<file path="config.mk">
export PLATFORM = sky130hd
export DESIGN_NAME = multi_channel_pwm_width_capture_core
export DESIGN_NICKNAME = d
export VERILOG_FILES = /design/src/rtl/mpwc_pkg.sv /design/src/rtl/multi_channel_pwm_width_capture_core.sv
export VERILOG_INCLUDE_DIRS = /design/src /design/src/rtl
export SDC_FILE = /design/constraint.sdc
export NUM_CORES = 2
export LEC_CHECK = 0
export BUFFER_PORTS_ARGS = -buffer_cell sky130_fd_sc_hd__buf_2
export CAP_MARGIN = 0
export CORE_MARGIN = 4
export CORE_UTILIZATION = 25
export CTS_BUF_LIST = sky130_fd_sc_hd__clkbuf_2
export DETAILED_ROUTE_END_ITERATION = 16
export HOLD_SLACK_MARGIN = 0.15
export PLACE_DENSITY_LB_ADDON = 0.25
export SLEW_MARGIN = 20
export SYNTH_ARGS = -nofsm -noshare
export SYNTH_HDL_FRONTEND = slang
export SYNTH_SLANG_ARGS = --single-unit
</file>
<file path="constraint.sdc">
create_clock -name aclk -period 16 [get_ports aclk]
set_input_delay 1.6 -clock aclk [delete_from_list [all_inputs] [get_ports aclk]]
set_output_delay 1.6 -clock aclk [all_outputs]
set_load 0.03 [all_outputs]
</file>
<file path="src/rtl/multi_channel_pwm_width_capture_core_macros.svh">
// Assertion helpers shared by the capture core.
// Sampled on aclk and disabled while aresetn is low.
`ifndef MULTI_CHANNEL_PWM_WIDTH_CAPTURE_CORE_MACROS_SVH
`define MULTI_CHANNEL_PWM_WIDTH_CAPTURE_CORE_MACROS_SVH

// Property holds in the same cycle.
`define MPWC_ASSERT(lbl, prop, msg) \
    lbl: assert property (@(posedge aclk) disable iff (!aresetn) (prop)) \
        else $error(msg);

// Consequent holds in the cycle after the antecedent.
`define MPWC_ASSERT_NEXT(lbl, ante, cons, msg) \
    lbl: assert property (@(posedge aclk) disable iff (!aresetn) (ante) |=> (cons)) \
        else $error(msg);

`endif

</file>
<file path="src/rtl/mpwc_pkg.sv">
package mpwc_pkg;

    localparam int NUM_CHANNELS_DEF = 8;
    localparam int CH_W             = 3;
    localparam int TIME_W           = 32;
    localparam int DEB_W            = 16;
    localparam int WIDTH_W          = 25;
    localparam int IN_DATA_W        = 40;
    localparam int OUT_DATA_W       = 32;

    localparam logic [DEB_W-1:0] DEBOUNCE_RESET = 16'd200;

    // width = diff / 200 = (diff >> 3) / 25
    localparam int TICKS_PER_US = 200;
    localparam int PRE_SHIFT    = 3;
    localparam int DIV_ODD      = TICKS_PER_US / (1 << PRE_SHIFT);
    localparam int X_W          = TIME_W - PRE_SHIFT;
    localparam int RECIP_W      = 28;
    localparam int PROD_W       = X_W + RECIP_W;
    localparam logic [63:0] RECIP_FULL = (64'd1 << TIME_W) / DIV_ODD;
    localparam logic [RECIP_W-1:0] RECIP = RECIP_FULL[RECIP_W-1:0];
    localparam logic [WIDTH_W-1:0] MAX_WIDTH_US = 25'd21474836;

    typedef enum logic [2:0] {
        ST_WAITING    = 3'b001,
        ST_DEBOUNCING = 3'b010,
        ST_CONFIRM    = 3'b100
    } phase_state_t;

    typedef struct packed {
        phase_state_t      state;
        logic              stable;
        logic              first;
        logic [TIME_W-1:0] edge_stamp;
        logic [TIME_W-1:0] prev_stamp;
    } chan_t;

    localparam chan_t CHAN_RESET = '{
        state:      ST_WAITING,
        stable:     1'b0,
        first:      1'b1,
        edge_stamp: '0,
        prev_stamp: '0
    };

    // Wrapped difference is one tick short of a true wrap.
    function automatic logic [TIME_W-1:0] tick_diff(input logic [TIME_W-1:0] later,
                                                    input logic [TIME_W-1:0] earlier);
        logic [TIME_W-1:0] d;
        d = later - earlier;
        if (later < earlier) begin
            d = later + ~earlier;
        end
        return d;
    endfunction

endpackage

</file>
<file path="src/rtl/multi_channel_pwm_width_capture_core.sv">
// A beat passes stage 1, stage 2, stage 3 and the output register before m_tvalid.
// Throughput: one beat per cycle unless m_tready stalls it; each channel's record is
// read, modified and written back via a registered memory that forwards the last write.
// Reset (aresetn low, synchronous): per-channel valid bits and all pipeline valids
// clear, debounce_ticks returns to 200; unwritten channels read as reset state.
`include "multi_channel_pwm_width_capture_core_macros.svh"

module multi_channel_pwm_width_capture_core #(
    parameter int NUM_CHANNELS = mpwc_pkg::NUM_CHANNELS_DEF
) (
    input  logic                             aclk,
    input  logic                             aresetn,
    input  logic                             cfg_valid,
    output logic                             cfg_ready,
    input  logic [mpwc_pkg::DEB_W-1:0]       cfg_data,    // debounce_ticks
    input  logic                             s_tvalid,
    output logic                             s_tready,
    input  logic [mpwc_pkg::IN_DATA_W-1:0]   s_tdata,     // channel, pin_level, time_count
    output logic                             m_tvalid,
    input  logic                             m_tready,
    output logic [mpwc_pkg::OUT_DATA_W-1:0]  m_tdata,     // out_channel, width_us
    output logic                             m_tuser      // phase_was_high
);
    import mpwc_pkg::*;

    localparam int IDX_W = (NUM_CHANNELS > 1) ? $clog2(NUM_CHANNELS) : 1;
    localparam int EXT_W = IDX_W + CH_W;

    // input unpack
    logic [CH_W-1:0]   in_ch;
    logic              in_pin;
    logic [TIME_W-1:0] in_time;
    logic [EXT_W-1:0]  in_ch_ext;
    logic [IDX_W-1:0]  in_idx;
    logic              in_range;
    logic              accept;

    assign in_ch     = s_tdata[CH_W-1:0];
    assign in_pin    = s_tdata[CH_W];
    assign in_time   = s_tdata[CH_W+TIME_W:CH_W+1];
    assign in_ch_ext = {{IDX_W{1'b0}}, in_ch};
    assign in_idx    = in_ch_ext[IDX_W-1:0];
    assign in_range  = in_ch_ext < EXT_W'(NUM_CHANNELS);

    logic [DEB_W-1:0] deb_reg;
    assign cfg_ready = 1'b1;

    always_ff @(posedge aclk) begin
        if (!aresetn) begin
            deb_reg <= DEBOUNCE_RESET;
        end else if (cfg_valid && cfg_ready) begin
            deb_reg <= cfg_data;
        end
    end

    // stage enables
    logic out_en, s3_en, s2_en, s1_en;
    logic m_valid_reg, s3_valid_reg, s2_valid_reg, s1_valid_reg;

    assign out_en   = !m_valid_reg || m_tready;
    assign s3_en    = !s3_valid_reg || out_en;
    assign s2_en    = !s2_valid_reg || s3_en;
    assign s1_en    = !s1_valid_reg || s2_en;
    assign s_tready = s1_en;
    assign accept   = s_tvalid && s_tready;

    // channel record memory
    chan_t                   mem [NUM_CHANNELS];
    logic [NUM_CHANNELS-1:0] vld_reg;
    chan_t                   rd_reg;
    logic                    rdv_reg;
    logic                    wr_en;
    chan_t                   nxt;

    logic              s1_range_reg;
    logic [IDX_W-1:0]  s1_idx_reg;
    logic [CH_W-1:0]   s1_ch_reg;
    logic              s1_pin_reg;
    logic [TIME_W-1:0] s1_time_reg;

    logic              fwd_valid_reg;
    logic [IDX_W-1:0]  fwd_idx_reg;
    chan_t             fwd_data_reg;

    always_ff @(posedge aclk) begin
        if (accept && in_range) begin
            rd_reg  <= mem[in_idx];
            rdv_reg <= vld_reg[in_idx];
        end
        if (wr_en) begin
            mem[s1_idx_reg] <= nxt;
        end
    end

    always_ff @(posedge aclk) begin
        if (!aresetn) begin
            vld_reg       <= '0;
            fwd_valid_reg <= 1'b0;
        end else if (wr_en) begin
            vld_reg[s1_idx_reg] <= 1'b1;
            fwd_valid_reg       <= 1'b1;
        end
    end

    always_ff @(posedge aclk) begin
        if (wr_en) begin
            fwd_idx_reg  <= s1_idx_reg;
            fwd_data_reg <= nxt;
        end
    end

    // stage 1: modify
    always_ff @(posedge aclk) begin
        if (!aresetn) begin
            s1_valid_reg <= 1'b0;
        end else if (s1_en) begin
            s1_valid_reg <= s_tvalid;
        end
    end

    always_ff @(posedge aclk) begin
        if (accept) begin
            s1_range_reg <= in_range;
            s1_idx_reg   <= in_idx;
            s1_ch_reg    <= in_ch;
            s1_pin_reg   <= in_pin;
            s1_time_reg  <= in_time;
        end
    end

    chan_t             cur;
    logic              s1_res;
    logic [TIME_W-1:0] hold_ticks;
    logic [TIME_W-1:0] phase_ticks;

    always_comb begin
        if (fwd_valid_reg && (fwd_idx_reg == s1_idx_reg)) begin
            cur = fwd_data_reg;
        end else if (rdv_reg) begin
            cur = rd_reg;
        end else begin
            cur = CHAN_RESET;
        end
    end

    assign hold_ticks  = tick_diff(s1_time_reg, cur.edge_stamp);
    assign phase_ticks = cur.first ? '0 : tick_diff(cur.edge_stamp, cur.prev_stamp);

    always_comb begin
        nxt    = cur;
        s1_res = 1'b0;
        unique case (cur.state)
            ST_DEBOUNCING: begin
                if (s1_pin_reg != cur.stable) begin
                    if (TIME_W'(deb_reg) <= hold_ticks) begin
                        nxt.state = ST_CONFIRM;
                    end
                end else begin
                    nxt.state = ST_WAITING;
                end
            end
            ST_CONFIRM: begin
                s1_res         = 1'b1;
                nxt.first      = 1'b0;
                nxt.prev_stamp = cur.edge_stamp;
                nxt.stable     = s1_pin_reg;
                nxt.state      = ST_WAITING;
            end
            default: begin
                if (s1_pin_reg != cur.stable) begin
                    nxt.edge_stamp = s1_time_reg;
                    nxt.state      = ST_DEBOUNCING;
                end
            end
        endcase
    end

    assign wr_en = s1_valid_reg && s1_range_reg && s2_en;

    // stage 2: reciprocal multiply operand
    logic [CH_W-1:0] s2_ch_reg;
    logic            s2_high_reg;
    logic [X_W-1:0]  s2_x_reg;

    always_ff @(posedge aclk) begin
        if (!aresetn) begin
            s2_valid_reg <= 1'b0;
        end else if (s2_en) begin
            s2_valid_reg <= s1_valid_reg && s1_range_reg && s1_res;
        end
    end

    always_ff @(posedge aclk) begin
        if (s2_en) begin
            s2_ch_reg   <= s1_ch_reg;
            s2_high_reg <= cur.stable;
            s2_x_reg    <= phase_ticks[TIME_W-1:PRE_SHIFT];
        end
    end

    // stage 3: product, then quotient correction
    logic [CH_W-1:0]   s3_ch_reg;
    logic              s3_high_reg;
    logic [X_W-1:0]    s3_x_reg;
    logic [PROD_W-1:0] s3_prod_reg;

    always_ff @(posedge aclk) begin
        if (!aresetn) begin
            s3_valid_reg <= 1'b0;
        end else if (s3_en) begin
            s3_valid_reg <= s2_valid_reg;
        end
    end

    always_ff @(posedge aclk) begin
        if (s3_en) begin
            s3_ch_reg   <= s2_ch_reg;
            s3_high_reg <= s2_high_reg;
            s3_x_reg    <= s2_x_reg;
            s3_prod_reg <= PROD_W'(s2_x_reg) * PROD_W'(RECIP);
        end
    end

    logic [WIDTH_W-1:0] q0;
    logic [X_W:0]       q0_mul;
    logic [X_W:0]       rem;
    logic [WIDTH_W-1:0] quot;

    assign q0     = s3_prod_reg[PROD_W-1:TIME_W];
    assign q0_mul = ((X_W+1)'(q0) << 4) + ((X_W+1)'(q0) << 3) + (X_W+1)'(q0);
    assign rem    = (X_W+1)'(s3_x_reg) - q0_mul;
    assign quot   = (rem >= (X_W+1)'(DIV_ODD)) ? q0 + 1'b1 : q0;

    // output register
    logic [CH_W-1:0]    m_ch_reg;
    logic               m_high_reg;
    logic [WIDTH_W-1:0] m_width_reg;

    always_ff @(posedge aclk) begin
        if (!aresetn) begin
            m_valid_reg <= 1'b0;
        end else if (out_en) begin
            m_valid_reg <= s3_valid_reg;
        end
    end

    always_ff @(posedge aclk) begin
        if (out_en) begin
            m_ch_reg    <= s3_ch_reg;
            m_high_reg  <= s3_high_reg;
            m_width_reg <= quot;
        end
    end

    assign m_tvalid = m_valid_reg;
    assign m_tdata  = {{(OUT_DATA_W-CH_W-WIDTH_W){1'b0}}, m_width_reg, m_ch_reg};
    assign m_tuser  = m_high_reg;

    `MPWC_ASSERT(a_out_ch_range, !m_valid_reg || (m_ch_reg < NUM_CHANNELS), "channel out of range")
    `MPWC_ASSERT(a_width_bound, !m_valid_reg || (m_width_reg <= MAX_WIDTH_US), "width over bound")
    `MPWC_ASSERT(a_quot_fix, !s3_valid_reg || (rem < (X_W+1)'(2 * DIV_ODD)), "quotient off")
    `MPWC_ASSERT_NEXT(a_s1_hold, !s1_en, s1_valid_reg && $stable(s1_idx_reg), "held item moved")
    `MPWC_ASSERT(a_no_write_out_of_range, !wr_en || (s1_ch_reg < NUM_CHANNELS), "stray write")

endmodule

</file>
==> flow_metrics.env <==
export IMPL_status="finished, final reports clean"
export IMPL_wl_per_cell_um=19.8
export IMPL_syn_cell_area_um2=53100
export IMPL_syn2layout_area_growth_pct=12.3
export IMPL_rsz0062_at_grt="false"
export IMPL_synth_xor_area_share_pct=1.88
export IMPL_required_ps=17210
export IMPL_post_cts_resized=0
export IMPL_postSynthAreaPerCell_um2=13.7
export IMPL_yosys_area_share_simple_pct=5.99
export IMPL_cp_arrival_ps=10070
export IMPL_synth_distinct_cells=86
export IMPL_vias_per_cell=4.47
export IMPL_final_antenna_net_count=0
export IMPL_dr_pass1_iters=7
export IMPL_synth_cells=3863
export IMPL_grt_pass1_vias=33670
export IMPL_hpwlAfterDp_um=96800
export IMPL_die_x_um=469
export IMPL_grt_pass1_wl_um=214000
export IMPL_synth_seq_cells=879
export IMPL_nets=5007
export IMPL_skew_ps=319
export IMPL_setup_worst_path_end_class="register"
export IMPL_min_period_ps=8860
export IMPL_ir_drop_v=0.000165
export IMPL_drc=0
export IMPL_port_buffers=87
export IMPL_worstMarginPinSlew_ps=1110
export IMPL_start_util_pct=25.2
export IMPL_fmax_ghz=0.113
export IMPL_drv_cap=0
export IMPL_crit_fanout=58
export IMPL_worstSetupPathType="reg -> reg"
export IMPL_ys_flop_type="edfxtp_1"
export IMPL_synth_seq_area_share_pct=49.2
export IMPL_rows=168
export IMPL_cts_buffers=218
export IMPL_dpl_cell_count=6694
export IMPL_track_usage_pct=12.9
export IMPL_largest_register_ffs=552
export IMPL_fin_crit_sh_pct=55.4
export IMPL_timing_rr_start="s1_ch_reg[2]"
export IMPL_final_setup_viol_count=0
export IMPL_async_flop_share_pct=0
export IMPL_min_path_type="in -> reg"
export IMPL_cts_tree="yes"
export IMPL_setup_ws_ps=7140
export IMPL_rr_endpoint="mem[1][68]"
export IMPL_dieArea_um2=220000
export IMPL_place_gp_congestion=0.866
export IMPL_final_util_pct=28.3
export IMPL_leakagePower_nw=24.4
export IMPL_hold_viol=0
export IMPL_grt_max_degree=75
export IMPL_synth_top_family_by_area="adder cells"
export IMPL_holdWs_ps=428
export IMPL_clkSlewWorstSetupHoldPaths_ps=110
export IMPL_slew_headroom_pct=25.8
export IMPL_clk_path_buf_depth=3
export IMPL_ios=97
export IMPL_die_y_um=469
export IMPL_power_density_nw_per_um2=154
export IMPL_fp_coreArea_um2=210000
export IMPL_cp_endpoint="mem[1][68]"
export IMPL_overflow=0
export IMPL_vias=31823
export IMPL_wirelength_um=141000
export IMPL_crit_path_start="s1_ch_reg[2]"
export IMPL_numClockSinks=879
export IMPL_ff2ff_path_depth=25
export IMPL_first_iter_violations=2198
export IMPL_place_ws_ps=7280
export IMPL_root_buffer="clkbuf_2"
export IMPL_finalMaxSlewViolations=0
export IMPL_yosysWarnings=0
export IMPL_drive_above_1_share_pct=16.4
export IMPL_synth_compound_area_share_pct=7.03
export IMPL_htreeDepth=4
export IMPL_rrSetupSlack_ps=7140
export IMPL_cp_start_kind="register"
export IMPL_worstHoldStart="aresetn"
export IMPL_setup_tns_final_ps=0
export IMPL_synth_area_mux_share_pct=8.06
export IMPL_synthAdderAreaFrac_pct=23.4
export IMPL_instances_no_fill=7125
export IMPL_synth_edf_count=850
export IMPL_antenna_found_initial=5
export IMPL_clkLatencyLatePin_ps=1730
==> critical path: stages (launching register included) <==
cell and delay, ps:
edfxtp_1 560, xnor2_1 340, and4_4 730, buf_4 700, o21ai_0 490, inv_1 220
ha_1 340, a21oi_1 160, o21ai_1 140, a211o_1 340, a221o_1 440, o31ai_1 380
a21oi_1 110, o21bai_1 560, a21o_1 250, a21o_1 200, xnor2_1 120, ha_1 340
o21a_1 140, o221ai_1 110, a31oi_1 350, o31a_1 210, nand4_1 100, nor4_1 260
nand4_1 340, o31a_1 460
==> logic make-up (layout without fill, tap and decap cells) <==
family	after synthesis	in the layout
flip-flops	879	879
adder cells (fa/ha/maj)	788	788
AND/OR/NAND/NOR	644	644
buffers and inverters	618	1060
AO/OA/AOI/OAI	575	575
multiplexers	243	243
XOR/XNOR	114	114
other	2	17
==> cell usage after synthesis, types with 38 or more instances <==
| cell type | instances | area [µm²] |
|---|---|---|
| edfxtp_1 | 850 | 25500 |
| inv_1 | 502 | 1880 |
| ha_1 | 443 | 5540 |
| fa_1 | 343 | 6870 |
| a21oi_1 | 208 | 1040 |
| nor2_1 | 182 | 683 |
| nand2_1 | 152 | 571 |
| mux4_2 | 140 | 3150 |
| clkbuf_1 | 85 | 319 |
| a21o_1 | 80 | 601 |
| o21ai_0 | 76 | 380 |
| xnor2_1 | 76 | 666 |
| mux2_2 | 73 | 822 |
| o21a_1 | 59 | 443 |
| and3_1 | 49 | 307 |
| nor3_1 | 46 | 230 |
| nor2b_1 | 42 | 263 |
| nand3_1 | 40 | 200 |
| xor2_1 | 38 | 333 |
==> area by class of cell <==
| type | instances | area [µm²] |
|---|---|---|
| inverter | 502 | 1880 |
| sequential | 879 | 26100 |
| clock buffer | 305 | 1530 |
| tap | 2805 | 3510 |
| multi-input combinational | 2369 | 24700 |
| timing repair buffer | 190 | 1390 |
| clock inverter | 63 | 414 |
| fill | 21529 | 151000 |
| antenna | 12 | 30.0 |
==> metrics by stage <==
| step | instance area, µm² | power, mW |
|---|---|---|
| finish | 59600 | 9.15 |
| global route | 59600 | 10.0 |
| CTS | 59500 | 9.26 |
| detailed placement | 57100 | 7.67 |
| global placement | 57100 | 7.67 |
| floorplan | 53100 | 6.40 |
==> power by group <==
part / leakage [nW] / switching, mW / internal (mW)
Sequential: 8.39 / 0.0855 / 2.76
Clock: 1.45 / 0.953 / 0.557
Combinational: 14.6 / 2.83 / 1.97
Total: 24.4 / 3.87 / 5.28
==> routing by layer <==
metal	part of all wire (%)	routed length [µm]	global-route usage, %	vias to the layer above
met5	0.0092	13	0	-
met1	47	65800	17.8	16138
met4	2.3	3190	3.53	2
met3	4.5	6340	2.38	198
li1	-	-	-	14761
met2	47	65900	20.8	724
==> what timing repair did <==
action                    CTS  global route
buffers inserted            0             0
hold endpoints to repair   50             0
hold buffers               50             0
==> how the worst min path moves through the flow <==
stage,to,cells past startpoint
finish,deb_reg[6],2
global route,deb_reg[6],2
floorplan,m_ch_reg[0],0
CTS,s3_valid_reg,4
global placement,m_ch_reg[1],0
detailed placement,m_ch_reg[1],0
==> layout by cell type (no fill, tap or decap), types with 9 or more instances in the layout <==
master,n
nand2b_1,22
diode_2,12
a21boi_0,9
o21ai_0,76
dfxtp_1,29
nand3_1,38
a21oi_1,208
dlygate4sd3_1,50
edfxtp_1,850
mux2_2,73
a211o_1,9
a31oi_1,20
mux2i_1,29
nor4_1,16
clkinv_1,41
nor2_1,176
and3_1,49
buf_2,84
inv_1,502
ha_1,443
fa_1,343
xnor2_1,76
a21o_1,80
o21bai_1,17
and2_1,14
nand2_1,151
nand4_1,29
o211ai_1,10
mux4_2,140
o21a_1,59
xor2_1,38
nor2b_1,42
buf_4,52
clkbuf_2,305
nor3_1,44
nor3b_1,9
or3_1,10
(Power assumes the default switching activity.)
